File: src/rsi_pkg.sv
// ----------------------------------------------------------------------------
// Ray segment intersection package
// Shared widths, beat types and the divider stage record.
// ----------------------------------------------------------------------------
package rsi_pkg;

  localparam int unsigned CoordWidth = 16;
  localparam int unsigned DirWidth   = 16;
  localparam int unsigned FracBits   = 16;
  localparam int unsigned DiffWidth  = CoordWidth + 1;
  localparam int unsigned DetWidth   = DiffWidth + DirWidth + 1;
  localparam int unsigned UnumWidth  = 2 * DiffWidth + 1;

  typedef logic signed [CoordWidth-1:0] coord_t;
  typedef logic signed [DirWidth-1:0]   dir_t;
  typedef logic signed [DiffWidth-1:0]  diff_t;

  typedef struct packed {
    coord_t wall_start_x;
    coord_t wall_start_y;
    coord_t wall_end_x;
    coord_t wall_end_y;
    coord_t ray_origin_x;
    coord_t ray_origin_y;
    dir_t   ray_dir_x;
    dir_t   ray_dir_y;
  } ray_in_t;

  typedef struct packed {
    logic   hit;
    coord_t hit_x;
    coord_t hit_y;
  } ray_out_t;

  typedef struct packed {
    logic                hit;
    logic [DetWidth-1:0] aden;
    logic [DetWidth-1:0] rem;
    logic [FracBits-1:0] quot;
    coord_t              x1;
    coord_t              y1;
    diff_t               wx;
    diff_t               wy;
  } div_t;

endpackage

File: src/rsi_div_stage.sv
// ----------------------------------------------------------------------------
// Ray segment intersection divider stage
// One registered restoring step of the t quotient, one bit per stage.
// ----------------------------------------------------------------------------
module rsi_div_stage (
  input  logic         clk_i,
  input  logic         rst_ni,
  input  logic         en_i,
  input  logic         valid_i,
  input  rsi_pkg::div_t data_i,
  output logic         valid_o,
  output rsi_pkg::div_t data_o
);

  logic [rsi_pkg::DetWidth:0] rem2;
  logic                       ge;
  rsi_pkg::div_t              data_d;
  rsi_pkg::div_t              data_q;
  logic                       valid_q;

  assign rem2 = {data_i.rem, 1'b0};
  assign ge   = rem2 >= {1'b0, data_i.aden};

  always_comb begin
    data_d      = data_i;
    data_d.quot = {data_i.quot[rsi_pkg::FracBits-2:0], ge};
    data_d.rem  = ge ? rsi_pkg::DetWidth'(rem2 - {1'b0, data_i.aden})
                     : rsi_pkg::DetWidth'(rem2);
  end

  always_ff @(posedge clk_i or negedge rst_ni) begin
    if (!rst_ni) begin
      valid_q <= 1'b0;
    end else if (en_i) begin
      valid_q <= valid_i;
    end
  end

  always_ff @(posedge clk_i) begin
    if (en_i) begin
      data_q <= data_d;
    end
  end

  assign valid_o = valid_q;
  assign data_o  = data_q;

endmodule

File: config.mk
export PLATFORM = sky130hd
export DESIGN_NAME = rsi_div_stage
export DESIGN_NICKNAME = d
export VERILOG_FILES = /design/src/rsi_pkg.sv /design/src/rsi_div_stage.sv
export SDC_FILE = /design/constraint.sdc
export NUM_CORES = 1
export LEC_CHECK = 0
export ABC_AREA = 1
export BUFFER_PORTS_ARGS = -buffer_cell sky130_fd_sc_hd__buf_2
export CAP_MARGIN = 5
export CORE_UTILIZATION = 49
export DETAILED_ROUTE_END_ITERATION = 7
export PLACE_DENSITY = 0.81
export SYNTH_ARGS = -nofsm -noshare
export SYNTH_HDL_FRONTEND = slang
export SYNTH_SLANG_ARGS = --single-unit
File: constraint.sdc
create_clock -name clk_i -period 1.1 [get_ports clk_i]
set_clock_uncertainty 0.1 [all_clocks]
set_input_delay 0.055 -clock clk_i [delete_from_list [all_inputs] [get_ports clk_i]]
set_output_delay 0.055 -clock clk_i [all_outputs]
set_load 0.02 [all_outputs]
==> out/qor.yml, run 1 <==
synth_area_leader_cell: "edfxtp_1"
grt_overflow: 3
die_w_microns: 127
worst-ep-kind: "register data pin"
h-tree-depth: 4
clock-sinks: 152
io_buffers: 305
stop_stage: "global routing"
synth_cells: 802
numCtsBuffers: 17
grt.total_usage_pct: 74.0
yosys.area.top_type_share_pct: 59.5
crit_endpoint: "data_o[109]$_DFFE_PP_/D"
yosysSeqAreaShare_pct: 59.8
rows: 45
stop_error: "[ERROR GRT-0232] Routing congestion too high. Check the congestion heatmap in the GUI."
cts_max_path_buffers: 2
dpl_cell_area_sq_um: 10800
grt_max_degree: 39
outcome: "aborted with a tool error"
die_h_microns: 127
place.detailed.hpwl_microns: 19600
cts_root_buf: "clkbuf_16"
ioPinCount: 307
synth_area_leaders: "edfxtp_1 (59%), nand2_1 (15%), inv_1 (6.5%)"
gp_congestion: 0.878
synth-seq-cells: 152
avgSynthCellArea_sq_um: 9.51
initial_utilization_pct: 50.1
yosys_warnings: 0
pre_cts_ws_ns: -1.10
synth_area_sq_um: 7620
synth_nets: 992
synth_cell_types: 29
==> stage by stage <==
step           util (%)  std cells
2_1_floorplan         -        802
4_1_cts            86.4       1594
3_3_place_gp       71.0       1408
3_5_place_dp       71.0       1408
==> cells in the mapped netlist, drive strengths merged <==
cell type	count
o21ai	12
xor2	15
buf	6
nand2	300
inv	138
dfrtp	1
nor2	61
nand3b	6
a21oi	28
edfxtp	151
nand4	4
xnor2	3
mux2	1
nor3	7
nand3	30
ha	34
a21o	1
o21bai	2
or2	1
fa	1
==> logic make-up after synthesis <==
| group | after synthesis | share of synthesized area, % |
|---|---|---|
| simple gates | 409 | 21.6 |
| flops | 152 | 59.8 |
| buf+inv | 144 | 7.57 |
| compound gates | 43 | 2.97 |
| fa+ha+maj | 35 | 5.84 |
| xor+xnor | 18 | 2.07 |
| mux | 1 | 0.148 |
==> what timing repair did <==
item,4_1_cts
resized for setup,66
setup endpoints to repair,186
pin swaps,5
hold buffers,153
setup buffers,1
cloned,1
endpoints found under the hold margin,151
==> layer usage <==
layer,track usage [%],overflow
met3,58.9,0
met1,73.5,0
met5,23.8,0
met2,91.8,2
met4,73.4,1
==> run 2, diff against run 1 <==
- CORE_UTILIZATION: 49 -> 40
- PLACE_DENSITY: 0.81 -> default
- PLACE_DENSITY_LB_ADDON: default -> 0.15
==> run 2 against run 1 <==
Compared with the run above: the flow now finishes, with violations (negative setup slack); synthesized cell count is the same; synthesized area is the same.
==> out/qor.yml, run 2 <==
outcome: "finished, violations left"  # was aborted with a tool error
violations: "negative setup slack"
drive_gt1_share_pct: 46.1
yosys_warnings: 0  # unchanged
avgSynthCellArea_sq_um: 9.51  # unchanged
holdWs_ns: 0.00454
fillers: 1226
fin_ws_ns: -0.521
crit_fanout: 7
numCtsBuffers: 17  # unchanged
hold_violations: 0
grt.total_usage_pct: 28.3
maxSlewHeadroom_pct: 76.8
min_period_ns: 1.62
area_growth_pct: 90.6
cts_max_path_buffers: 2  # unchanged
route.detailed.wl_per_inst_microns: 17.6
yosysSeqAreaShare_pct: 59.8  # unchanged
startpoint: "data_i[130]"
die_h_microns: 140  # was 127 microns
die_w_microns: 140  # was 127 microns
synth_cell_types: 29  # unchanged
io_buffers: 305  # unchanged
largest_reg_flops: 151
synthTopCellsByCount: "nand2_1 (296), edfxtp_1 (151), inv_1 (133), nor2_1 (59), ha_1 (34)"  # unchanged
die_area_sq_um: 19600
num_vias: 7881
ir_drop_mv: 1.06
rows: 50  # was 45
wl_microns: 29400
power.total_mw: 19.1
gp_congestion: 0.897  # was 0.878
drv_cap: 0
maxSlewViolCount: 0
min_from: "en_i"
dpl_cell_area_sq_um: 10900  # was 10800 sq um
grt_max_degree: 65
clkTransAtPathRegs_ns: 0.07
holdCritPathClass: "in -> reg"
pre_cts_ws_ns: -1.16  # was -1.10 ns
rsz0062_at_grt: "true"
grt_pass1_wl_microns: 42100
finish.instance_area_sq_um: 14500
timing_worst_slew_pin_value_ns: 0.348
grt_antenna_before_repair: 2
reg2reg_from: "valid_o"
synth_edf_count: 151  # unchanged
clkLatencyLatePin_ns: 0.42
h-tree-depth: 4  # unchanged
cp_data_arrival_time_ns: 1.70
ioPinCount: 307  # unchanged
finalSetupViolations: 155
antenna_left: 0
synth_area_leader_cell: "edfxtp_1"  # unchanged
drt_iter0_markers: 361
yosys.area.top_type_share_pct: 59.5  # unchanged
critPathKind: "in -> reg"
initial_utilization_pct: 40.8  # was 50.1%
first_global_vias: 7970
synth_cells: 802  # unchanged
place.detailed.hpwl_microns: 17900  # was 19600 microns
drc: 0
synthFlopType: "edfxtp_1"  # unchanged
worstSetupEndpointType: "register"
synth_area_leaders: "edfxtp_1 (59%), nand2_1 (15%), inv_1 (6.5%)"  # unchanged
synth_nets: 992  # unchanged
cts_tree: "yes"
final_common_cell: "nand2_1"
final_nets: 1614
start_kind: "input port"
worstPathRequired_ns: 1.18
async_reset_ff_share_pct: 0.658  # unchanged
max_freq_ghz: 0.617
vias_per_cell: 4.71
synth_area_sq_um: 7620  # unchanged
first_pass_iters: 5
final_cell_mix: "nand2_1 (234), buf_2 (170), dlygate4sd3_1 (154)"
clock-sinks: 152  # unchanged
cts_root_buf: "clkbuf_16"  # unchanged
synth-seq-cells: 152  # unchanged
grt_overflow: 0
core_area_sq_um: 18700
power.density_nw_per_um2: 1310
p_leak_nw: 6.87
synth_most_common_cell: "nand2_1"  # unchanged
post-route-period-util_pct: 147
utilization_pct: 77.7
run 2: final cells by class:
type,count,area [sq um],area share (%)
repair buffers,609,5190,35.7
flip-flops and latches,152,4560,31.4
multi-input cells,506,3300,22.7
inverters,138,599,4.12
clock buffers,17,425,2.93
well taps,234,293,2.01
clock inverters,15,160,1.10
diodes,2,5.00,0.0344
run 2: metrics by stage:
stage	std cells	TNS [ns]
floorplan	802	-18.97
global placement	1462	-32.04
detailed placement	1462	-33.44
CTS	1665	-19.73
global route	1673	-26.28
finish	1673	-19.07
run 2: what timing repair did:
action	CTS	global route
gates cloned	2	0
hold endpoints to repair	171	5
pin swaps	52	27
setup endpoints to repair	180	243
gates resized for setup	208	181
buffers inserted	16	5
hold buffers	153	2
run 2: worst max-delay path, cell delays in order:
cell and delay [ns]:
buf_6 0.09, inv_2 0.05, ha_4 0.21, nand2_2 0.07, nand2_2 0.06, inv_2 0.05, nand2_2 0.06, nand2_2 0.08
nand2_4 0.06, a21oi_4 0.16, nand2_2 0.10, nand2_4 0.09, nand2_8 0.11, buf_12 0.16, buf_16 0.14, nand2_4 0.05
nand2_1 0.06
run 2: power breakdown:
part	total [mW]	internal, mW	leakage [nW]	switching, mW
clock	5.93	3.21	0.282	2.73
combinational	5.84	2.91	5.10	2.93
sequential	7.31	7.04	1.49	0.270
total	19.1	13.2	6.87	5.92
run 2: worst paths after layout:
check / end / slack [ns] / depth (start not counted)
max in group asynchronous: valid_o / 0.40 / 3
min reg2reg: valid_o / 0.57 / 2
max: data_o[100] / -0.52 / 17
min: data_o[146] / 0.005 / 2
min in group asynchronous: valid_o / 0.40 / 3
max reg2reg: valid_o / 0.08 / 2
run 2: cells by family (layout without fill, tap and decap cells):
| logic type | count (synthesis) | in the layout | share of synthesized area, % |
|---|---|---|---|
| and+or+nand+nor | 409 | 409 | 21.6 |
| DFF | 152 | 152 | 59.8 |
| buffers and inverters | 144 | 779 | 7.57 |
| AOI/OAI and AO/OA | 43 | 43 | 2.97 |
| adders and majority gates | 35 | 35 | 5.84 |
| xor gates and xnor gates | 18 | 18 | 2.07 |
| muxes | 1 | 1 | 0.148 |
| other | 0 | 2 | 0 |
run 2: per-layer routing:
metal,wire [microns],global-route usage [%]
met4,1300,12.0
met1,10900,31.2
met5,0,0
met3,1950,6.53
met2,15300,52.2
(Power assumes the default switching activity.)
